--- config.mk ---
export PLATFORM = sky130hd
export DESIGN_NAME = sensor_frame_parser_unit
export DESIGN_NICKNAME = d
export VERILOG_FILES = /design/src/rtl/sfp_pkg.sv /design/src/rtl/sensor_frame_parser_unit.sv /design/src/rtl/sfp_dp.sv /design/src/rtl/sfp_ctrl.sv
export SDC_FILE = /design/constraint.sdc
export NUM_CORES = 1
export LEC_CHECK = 0
export BUFFER_PORTS_ARGS = -buffer_cell sky130_fd_sc_hd__buf_2
export CAP_MARGIN = 20
export CELL_PAD_IN_SITES_DETAIL_PLACEMENT = 1
export CELL_PAD_IN_SITES_GLOBAL_PLACEMENT = 2
export CORE_MARGIN = 2
export CORE_UTILIZATION = 40
export CTS_CLUSTER_SIZE = 28
export DETAILED_ROUTE_END_ITERATION = 6
export GPL_TIMING_DRIVEN = 0
export PLACE_DENSITY = 0.68
export SLEW_MARGIN = 5
export SYNTH_ARGS = -nofsm -noshare
export SYNTH_HDL_FRONTEND = slang
export SYNTH_SLANG_ARGS = --single-unit
--- constraint.sdc ---
create_clock -name clk -period 6.9 [get_ports clk]
set_clock_uncertainty 0.05 [all_clocks]
set_input_delay 1.38 -clock clk [delete_from_list [all_inputs] [get_ports clk]]
set_output_delay 1.38 -clock clk [all_outputs]
set_load 0.02 [all_outputs]
--- src/rtl/sfp_pkg.sv ---
// Shared types and constants of the sensor frame parser.
package sfp_pkg;

  // Frame geometry.
  localparam int FRAME_BYTES   = 32;
  localparam int ROWS          = FRAME_BYTES / 2;
  localparam int ROW_W         = $clog2(ROWS);
  localparam int CNT_W         = $clog2(FRAME_BYTES);
  localparam int DATA_WORDS    = 12;

  // Byte positions of interest within a frame.
  localparam logic [CNT_W-1:0] POS_PAT_FIRST = CNT_W'(2);
  localparam logic [CNT_W-1:0] POS_PAT_LAST  = CNT_W'(5);
  localparam logic [CNT_W-1:0] POS_SVC_HI    = CNT_W'(6);
  localparam logic [CNT_W-1:0] POS_SVC_LO    = CNT_W'(7);
  localparam logic [CNT_W-1:0] POS_SVC_NEXT  = CNT_W'(8);
  localparam logic [CNT_W-1:0] POS_DAT_HI    = CNT_W'(30);
  localparam logic [CNT_W-1:0] POS_DAT_LO    = CNT_W'(31);

  // First buffer row that holds a measurement word (bytes 4 and 5).
  localparam logic [ROW_W-1:0] ROW_DATA0     = ROW_W'(2);
  localparam logic [3:0]       LAST_WORD     = 4'(DATA_WORDS - 1);

  // Confirmation patterns on bytes 2 to 5.
  localparam logic [31:0] PAT_ACTIVE  = 32'h0004_E101;
  localparam logic [31:0] PAT_PASSIVE = 32'h0004_E100;
  localparam logic [31:0] PAT_SLEEP   = 32'h0004_E400;

  // Result kinds.
  localparam logic [2:0] KIND_PASSIVE = 3'd0;
  localparam logic [2:0] KIND_SLEEP   = 3'd1;
  localparam logic [2:0] KIND_ACTIVE  = 3'd2;
  localparam logic [2:0] KIND_DATA    = 3'd3;
  localparam logic [2:0] KIND_ERROR   = 3'd4;

  // Commands from the controller to the datapath.
  typedef struct packed {
    logic take;   // a request is accepted this cycle
    logic rd;     // read the buffer row of the current word
    logic next;   // advance to the next word
  } sfp_cmd_t;

  // Status from the datapath to the controller.
  typedef struct packed {
    logic single;     // the offered byte causes one confirm or error result
    logic data_ok;    // the offered byte completes a valid data frame
    logic last_word;  // the current word is the final one
  } sfp_status_t;

endpackage

--- src/rtl/sensor_frame_parser_unit.sv ---
// Sensor frame parser: one received byte per request, confirm, data-word and error results.
// A byte with no result leaves the parser idle; the next request is taken the cycle after.
// A confirm or error result shows in the cycle after the byte and holds until taken.
// A good data frame gives twelve words, each a buffer row read, then a result held through
// output stalls; the frame buffer has a single read port, so words are read one at a time.
// Synchronous active-low reset clears the byte count, the running sum and the controller.
module sensor_frame_parser_unit import sfp_pkg::*; (
  input  logic        clk,
  input  logic        rst_n,
  input  logic        in_valid,
  output logic        in_stall,
  input  logic [7:0]  in_rx_byte,
  output logic        out_valid,
  input  logic        out_stall,
  output logic [2:0]  out_event_kind,
  output logic [3:0]  out_word_index,
  output logic [15:0] out_word_value,
  output logic        out_last_of_run
);

  sfp_cmd_t    cmd;
  sfp_status_t status;

  // Sequencing of requests and results.
  sfp_ctrl u_ctrl (
    .clk       (clk),
    .rst_n     (rst_n),
    .in_valid  (in_valid),
    .in_stall  (in_stall),
    .out_valid (out_valid),
    .out_stall (out_stall),
    .status    (status),
    .cmd       (cmd)
  );

  // Frame buffer, checks and result payload.
  sfp_dp u_dp (
    .clk             (clk),
    .rst_n           (rst_n),
    .in_rx_byte      (in_rx_byte),
    .cmd             (cmd),
    .status          (status),
    .out_event_kind  (out_event_kind),
    .out_word_index  (out_word_index),
    .out_word_value  (out_word_value),
    .out_last_of_run (out_last_of_run)
  );

endmodule

--- src/rtl/sfp_dp.sv ---
// Datapath of the sensor frame parser: frame buffer, counters, checks, result registers.
module sfp_dp import sfp_pkg::*; (
  input  logic              clk,
  input  logic              rst_n,
  input  logic [7:0]        in_rx_byte,
  input  sfp_cmd_t          cmd,
  output sfp_status_t       status,
  output logic [2:0]        out_event_kind,
  output logic [3:0]        out_word_index,
  output logic [15:0]       out_word_value,
  output logic              out_last_of_run
);

  // Frame buffer: one row per byte pair, high byte first.
  logic [15:0]      mem_r [ROWS];

  logic [CNT_W-1:0] cnt_r, cnt_nxt;
  logic [15:0]      sum_r, sum_nxt;
  logic [15:0]      chk_sum_r;
  logic [7:0]       hi_r;
  logic [31:0]      pat_r;
  logic [2:0]       kind_r, kind_nxt;
  logic [3:0]       word_idx_r;
  logic [15:0]      rd_data_r;
  logic             svc_sum_ok;
  logic             is_active, is_passive, is_sleep;
  logic             confirm, dat_sum_ok;
  logic [ROW_W-1:0] rd_row;

  // Checks on the offered byte against the captured sums and pattern.
  assign svc_sum_ok = (chk_sum_r == {hi_r, in_rx_byte});
  assign dat_sum_ok = svc_sum_ok;
  assign is_active  = (pat_r == PAT_ACTIVE);
  assign is_passive = (pat_r == PAT_PASSIVE);
  assign is_sleep   = (pat_r == PAT_SLEEP);
  assign confirm    = (cnt_r == POS_SVC_LO) && svc_sum_ok &&
                      (is_active || is_passive || is_sleep);

  assign status.single    = confirm || ((cnt_r == POS_DAT_LO) && !dat_sum_ok);
  assign status.data_ok   = (cnt_r == POS_DAT_LO) && dat_sum_ok;
  assign status.last_word = (word_idx_r == LAST_WORD);

  // Next count, sum and result kind for an accepted byte.
  always_comb begin
    cnt_nxt  = cnt_r + CNT_W'(1);
    sum_nxt  = sum_r + 16'(in_rx_byte);
    kind_nxt = kind_r;
    if (confirm) begin
      cnt_nxt = '0;
      sum_nxt = '0;
      if (is_active) begin
        kind_nxt = KIND_ACTIVE;
      end else if (is_passive) begin
        kind_nxt = KIND_PASSIVE;
      end else begin
        kind_nxt = KIND_SLEEP;
      end
    end else if (cnt_r == POS_SVC_LO) begin
      cnt_nxt = POS_SVC_NEXT;
    end else if (cnt_r == POS_DAT_LO) begin
      cnt_nxt  = '0;
      sum_nxt  = '0;
      kind_nxt = dat_sum_ok ? KIND_DATA : KIND_ERROR;
    end
  end

  // Control registers: byte count and running sum.
  always_ff @(posedge clk) begin
    if (!rst_n) begin
      cnt_r <= '0;
      sum_r <= '0;
    end else if (cmd.take) begin
      cnt_r <= cnt_nxt;
      sum_r <= sum_nxt;
    end
  end

  // Captured checksum operands, pattern bytes and result kind.
  always_ff @(posedge clk) begin
    if (cmd.take) begin
      kind_r <= kind_nxt;
      if ((cnt_r == POS_SVC_HI) || (cnt_r == POS_DAT_HI)) begin
        chk_sum_r <= sum_r;
        hi_r      <= in_rx_byte;
      end
      if ((cnt_r >= POS_PAT_FIRST) && (cnt_r <= POS_PAT_LAST)) begin
        pat_r <= {pat_r[23:0], in_rx_byte};
      end
    end
  end

  // Buffer write, one byte lane per accepted byte.
  always_ff @(posedge clk) begin
    if (cmd.take) begin
      if (cnt_r[0]) begin
        mem_r[cnt_r[CNT_W-1:1]][7:0] <= in_rx_byte;
      end else begin
        mem_r[cnt_r[CNT_W-1:1]][15:8] <= in_rx_byte;
      end
    end
  end

  // Word sequencing and registered buffer read.
  assign rd_row = ROW_DATA0 + ROW_W'(word_idx_r);

  always_ff @(posedge clk) begin
    if (cmd.take) begin
      word_idx_r <= '0;
    end else if (cmd.next) begin
      word_idx_r <= word_idx_r + 4'd1;
    end
    if (cmd.rd) begin
      rd_data_r <= mem_r[rd_row];
    end
  end

  // Result payload.
  assign out_event_kind  = kind_r;
  assign out_word_index  = (kind_r == KIND_DATA) ? word_idx_r : 4'd0;
  assign out_word_value  = (kind_r == KIND_DATA) ? rd_data_r : 16'd0;
  assign out_last_of_run = (kind_r != KIND_DATA) || (word_idx_r == LAST_WORD);

endmodule

--- src/rtl/sfp_ctrl.sv ---
// Controller state machine of the sensor frame parser.
module sfp_ctrl import sfp_pkg::*; (
  input  logic        clk,
  input  logic        rst_n,
  input  logic        in_valid,
  output logic        in_stall,
  output logic        out_valid,
  input  logic        out_stall,
  input  sfp_status_t status,
  output sfp_cmd_t    cmd
);

  typedef enum logic [3:0] {
    ST_IDLE   = 4'b0001,
    ST_SINGLE = 4'b0010,
    ST_READ   = 4'b0100,
    ST_WORD   = 4'b1000
  } state_t;

  state_t state_r, state_nxt;

  // Handshake outputs follow the state alone.
  assign in_stall  = (state_r != ST_IDLE);
  assign out_valid = (state_r == ST_SINGLE) || (state_r == ST_WORD);

  // Next state and datapath commands.
  always_comb begin
    state_nxt = state_r;
    cmd       = '0;
    unique case (state_r)
      ST_IDLE: begin
        if (in_valid) begin
          cmd.take = 1'b1;
          if (status.single) begin
            state_nxt = ST_SINGLE;
          end else if (status.data_ok) begin
            state_nxt = ST_READ;
          end
        end
      end
      ST_SINGLE: begin
        if (!out_stall) begin
          state_nxt = ST_IDLE;
        end
      end
      ST_READ: begin
        cmd.rd    = 1'b1;
        state_nxt = ST_WORD;
      end
      ST_WORD: begin
        if (!out_stall) begin
          if (status.last_word) begin
            state_nxt = ST_IDLE;
          end else begin
            cmd.next  = 1'b1;
            state_nxt = ST_READ;
          end
        end
      end
      default: begin
        state_nxt = ST_IDLE;
      end
    endcase
  end

  always_ff @(posedge clk) begin
    if (!rst_n) begin
      state_r <= ST_IDLE;
    end else begin
      state_r <= state_nxt;
    end
  end

endmodule

======== Word level (Yosys, flattened, before mapping) ========
Memory sizes are Yosys's and may differ from the RTL's. A register that Yosys moved wholly into a read port is not among the register bits.
Index checks and enable logic that the tools add are counted.
storage, ports and cells
  flip-flop bits (word level) ............. 88
  bits in latches ......................... 0
  RAM bits ................................ 256
  bits in read-only memories .............. 0
  logic and storage cells ................. 86
  memories ................................ 1
memory list
  memory      words  width  read ports  clocked after memory_dff  write ports  RTL line      RTL
  u_dp.mem_r  16     16     1           1                         1            sfp_dp.sv:15  logic [15:0] mem_r [ROWS];
cells by class
  add/subtract/negate cells ............... 4
  multiply operators ...................... 0
  div/mod/pow operators ................... 0
  $lt $le $gt $ge ......................... 2
  equal/unequal tests ..................... 21
  shifts and indexed selects .............. 0
  muxes and demuxes ....................... 33
  bitwise gates (word level) .............. 0
  reduce and logical (&&, ||, !) cells .... 17
operators by type and width
  kind                  number
  $eq 32x19->1 const B  3
  $mux 16               4
  $mux 4                6
  $mux 3                6
  $add 16x8->16         1
  $eq 16x16->1          1
  $pmux 4 s4            1
  $mux 5                3
  $mux 1                13
  $eq 5x3->1 const B    2
  $eq 5x5->1 const B    2
  $eq 4x4->1 const B    2
  $logic_or 1x1->1      6
  $ne 2x2->1 const B    3
  $add 5x1->5 const B   1
  $ge 5x2->1 const B    1
  $le 5x3->1 const B    1
  $logic_and 1x1->1     5
  $add 2x4->4 const A   1
  $add 4x1->4 const B   1
  $eq 4x1->1 const B    1
  $eq 4x2->1 const B    1
  $eq 4x3->1 const B    1
  $ne 4x1->1 const B    1
  9 further kinds       10

======== Longest topological paths before layout ========
  word-level depth ........................ 8
  gate-level depth with buffers ........... 9
  depth with buffers taken out ............ 9

======== By module ========
Synthesis repeated with hierarchy kept, for this count alone.
second synthesis, totals
  cells, all modules ...................... 773
  area, all modules ....................... 14441.4 um^2
by module, submodules not included
  module    instances  cells each  area each (um^2)  sequential area each (um^2)
  sfp_dp    1          739         14136.1           10440.0
  sfp_ctrl  1          34          305.3             80.1

======== Worst setup path after synthesis ========
OpenSTA, ideal clock, no wires.
  kind .................................... input to register
  start ................................... in in_valid
  end ..................................... reg u_dp.pat_r[0], enable pin
  arrival time ............................ 6819 ps
  required time ........................... 6255 ps
  path slack .............................. -564 ps
  stages .................................. 3
  path buffers ............................ 1
  path through ............................ nand2_1 > clkbuf_1 > a2111oi_0
between the ends
  cells in the longest elaborated chain, start to end .. 3
ends and longest elaborated chain
  element                            RTL line                        RTL
  start: declaration                 sensor_frame_parser_unit.sv:10  input logic in_valid,
  $mux 1                             sfp_ctrl.sv:32                  if (in_valid) begin
  $mux 1                             sfp_ctrl.sv:30                  unique case (state_r)
  $reduce_and 2->1 (no source line)  n/a
  end signal: assignment             sfp_dp.sv:87                    pat_r <= {pat_r[23:0], in_rx_byte};
  end: declaration                   sfp_dp.sv:21                    logic [31:0] pat_r;
Every way passes these cells.
A chain may end at the register's enable or synchronous reset.

======== Worst setup path after layout ========
  start ................................... in in_rx_byte[0]
  end ..................................... reg u_dp.sum_r[12]
between the ends
  cells in the longest elaborated chain, start to end .. 4
ends and longest elaborated chain
  element                                        RTL line                        RTL
  start: declaration                             sensor_frame_parser_unit.sv:12  input logic [7:0] in_rx_byte,
  $add 16x8->16 or $eq 16x16->1 (tied branches)  sfp_dp.sv:46, sfp_dp.sv:31
  $mux 16 or $logic_and 1x1->1 (tied branches)   sfp_dp.sv:60, sfp_dp.sv:36
  $mux 16 or $logic_and 1x1->1 (tied branches)   sfp_dp.sv:58, sfp_dp.sv:36
  $mux 16 *                                      sfp_dp.sv:48                    if (confirm) begin
  end signal: assignment                         sfp_dp.sv:74                    sum_r <= sum_nxt;
  end: declaration                               sfp_dp.sv:18                    logic [15:0] sum_r, sum_nxt;
Every way passes the cells marked *; elsewhere a longest branch is shown, timed or not.

==> impl_metrics.toml <==
[worst_setup_path]
cp_max_fo = 36
critPathKind = "primary input to flop"
r2r_slack_ns = 3.70
endpoint = "u_dp.sum_r[12]"
cp.required_ns = 7.27
reg2reg_to = "u_dp.mem_r[11][12]"
cp-end-kind = "flop"
arrival_ns = 4.39
crit-reg2reg-launch = "u_ctrl.state_r[1]"
setup.worst_path.start = "in_rx_byte[0]"
rr_worst_depth = 5
critPathLaunchType = "primary input"

[clock_tree]
numClockSinks = 360
postCtsHoldBufs = 0
path_clk_slew_ns = 0.06
worstSkewPairLatency_ns = 0.52
ctsResizeCount = 0
tritoncts = "done"
tritoncts.num_buffers = 39
htree_levels = 2
clk_path_buf_depth = 3
cts-root-buf = "clkbuf_16"
cts_setup_buffers = 0

[finish]
multiInputGateArea_um2 = 3610
drive_above_1_share = 0.220
area_growth_pct = 14.3
final_cell_mix = "edfxtp_1, mux4_2, nor2_1"
final_common_cell = "edfxtp_1"
regArea_um2 = 10500
fill_cells = 3343
diodes = 0
final_cells = 1352
final_cell_area_um2 = 16300
nNetsFinal = 888

[synthesis]
synth_top_area_frac = 0.695
synth_cells = 773
synth_edf_count = 331
synth_area_leaders = "edfxtp_1, mux4_2, dfxtp_1"
postSynthAreaPerCell_um2 = 18.5
async_flop_share = 0
syn_area_um2 = 14300
syn-num-nets = 800
synth_seq_cells = 360
netlist.top_cell.by_area = "edfxtp_1"
yosysSeqAreaShare = 0.736
synth_ff_type = "edfxtp_1"
yosys_warnings = 0
synth_cell_types = 58

[power]
power_density_nw_per_um2 = 276
seqPwrFrac = 0.536
p_leak_uw = 0.00515
pwr-share-clk = 0.434
intPower_uw = 3580
p_sw_frac = 0.206
ir_drop_mv = 0.143
p_comb_frac = 0.030
switching_power_uw = 928

[timing]
max_freq_ghz = 0.249
rsz0062_at_grt = "false"
maxSlewHeadroom = 0.302
min_period_ns = 4.02
postLayoutSetupSlackWorst_ns = 2.88
fin_tns_setup_ns = 0
setup-violations-final = 0
tightest_slew_ns = 1.05
hold_ws_ns = 0.386
slew_violations = 0
hold_violations = 0
period_share = 0.582

[drt]
dr.first_iter.drc_count = 556
routedWlPerCell_um = 24.1
drc = 0
drt_first_pass_iters = 5
routed-via-count = 7361
postRouteAntennaNets = 0
via_per_inst = 5.44
drt-total-wl_um = 32600

[grt]
grt_pass1_vias = 8009
grt_max_degree = 38
globalRouteOverflowTotal = 0
grtUsageTotal = 0.181
grt_pass1_wl_um = 49900
antenna_found_initial = 0

[placement]
dp_hpwl_um = 21800
post_dp_cell_area_um2 = 15100
placedCellCount = 1280
io_buffers = 37
pre_cts_slack_ns = 2.44
place.gp.congestion = 0.772

[hold_path]
min-delay-start = "u_dp.sum_r[8]"
hp-class = "flop to flop"

[floorplan]
die-area_um2 = 37300
dieWidth_um = 193
core-area_um2 = 35400
pin_count = 38
dieHeight_um = 193
start_util = 0.404
row_count = 69

[run_status]
run_status = "finished, final reports clean"

[flow_run]
drv_cap = 0
==> layer usage <==
layer  share of wire  GRT usage  up-vias
li1                -          -     3274
met1            0.45      0.254     3869
met2            0.49      0.299      168
met3           0.043     0.0291       50
met4           0.018     0.0422        0
met5               0          0        -
==> through the flow <==
stage,total power [uW],util
floorplan,2540,-
global placement,2590,0.426
detailed placement,2600,0.428
CTS,4550,0.462
global route,4650,0.462
finish,4510,0.462
==> how the worst min path moves through the flow <==
| stage | to | slack [ns] | cells after the start |
|---|---|---|---|
| after floorplan | u_dp.chk_sum_r[8] | 0.36 | 0 |
| after global placement | u_dp.chk_sum_r[14] | 0.37 | 0 |
| after detailed placement | u_dp.chk_sum_r[8] | 0.37 | 0 |
| after CTS | u_dp.chk_sum_r[8] | 0.39 | 0 |
| after global routing | u_dp.chk_sum_r[8] | 0.41 | 0 |
| final | u_dp.chk_sum_r[8] | 0.39 | 0 |
==> cell usage after synthesis (all sizes together) (4+ instances only) <==
cell	n
inv	11
clkbuf	25
xor2	19
ha	14
and2	24
nor2	59
nand2b	4
dfxtp	29
edfxtp	331
nor4	14
a21oi	20
nand4	6
nand3	22
o21ai	10
nand2	30
buf	10
xnor2	10
nor3	9
mux4	80
nand3b	4
==> flip-flops by register name, indices dropped and copies added, names as in the netlist <==
signal,count
u_dp.pat_r,32
u_dp.cnt_r,5
u_dp.word_idx_r,4
u_dp.sum_r,16
u_dp.chk_sum_r,16
u_dp.out_event_kind,3
u_dp.mem_r,256
u_dp.rd_data_r,16
u_ctrl.state_r,4
u_dp.hi_r,8
==> critical path, stage by stage <==
cell	delay (ns)
buf_2	0.60
ha_1	0.34
inv_1	0.08
fa_1	0.43
nor2b_1	0.17
o2111a_1	0.23
nor2_1	0.06
a21oi_1	0.60
nand4_1	0.24
o211ai_1	0.23
==> cell families after synthesis <==
logic type / share of synthesized area
compound gates: 0.0249
xor+xnor: 0.0178
fa+ha+maj: 0.0136
buf+inv: 0.0132
flops: 0.736
mux: 0.127
simple gates: 0.0682
==> power by group through the flow <==
stage | Combinational (uW) | Clock (uW) | Sequential, uW
after floorplan | 75.1 | 0 | 2460
final | 136 | 1960 | 2420
after global routing | 152 | 2080 | 2420
after CTS | 138 | 2000 | 2420
after global placement | 129 | 0 | 2460
after detailed placement | 138 | 0 | 2460
==> cell type report <==
type,count,area share
Sequential cell,360,0.643
Multi-Input combinational cell,367,0.221
Clock buffer,49,0.0633
Tap cell,461,0.0353
Timing Repair Buffer,47,0.0160
Clock inverter,22,0.00972
Buffer,35,0.00903
Inverter,11,0.00253
No activity file was read; power rests on OpenSTA's default activity.
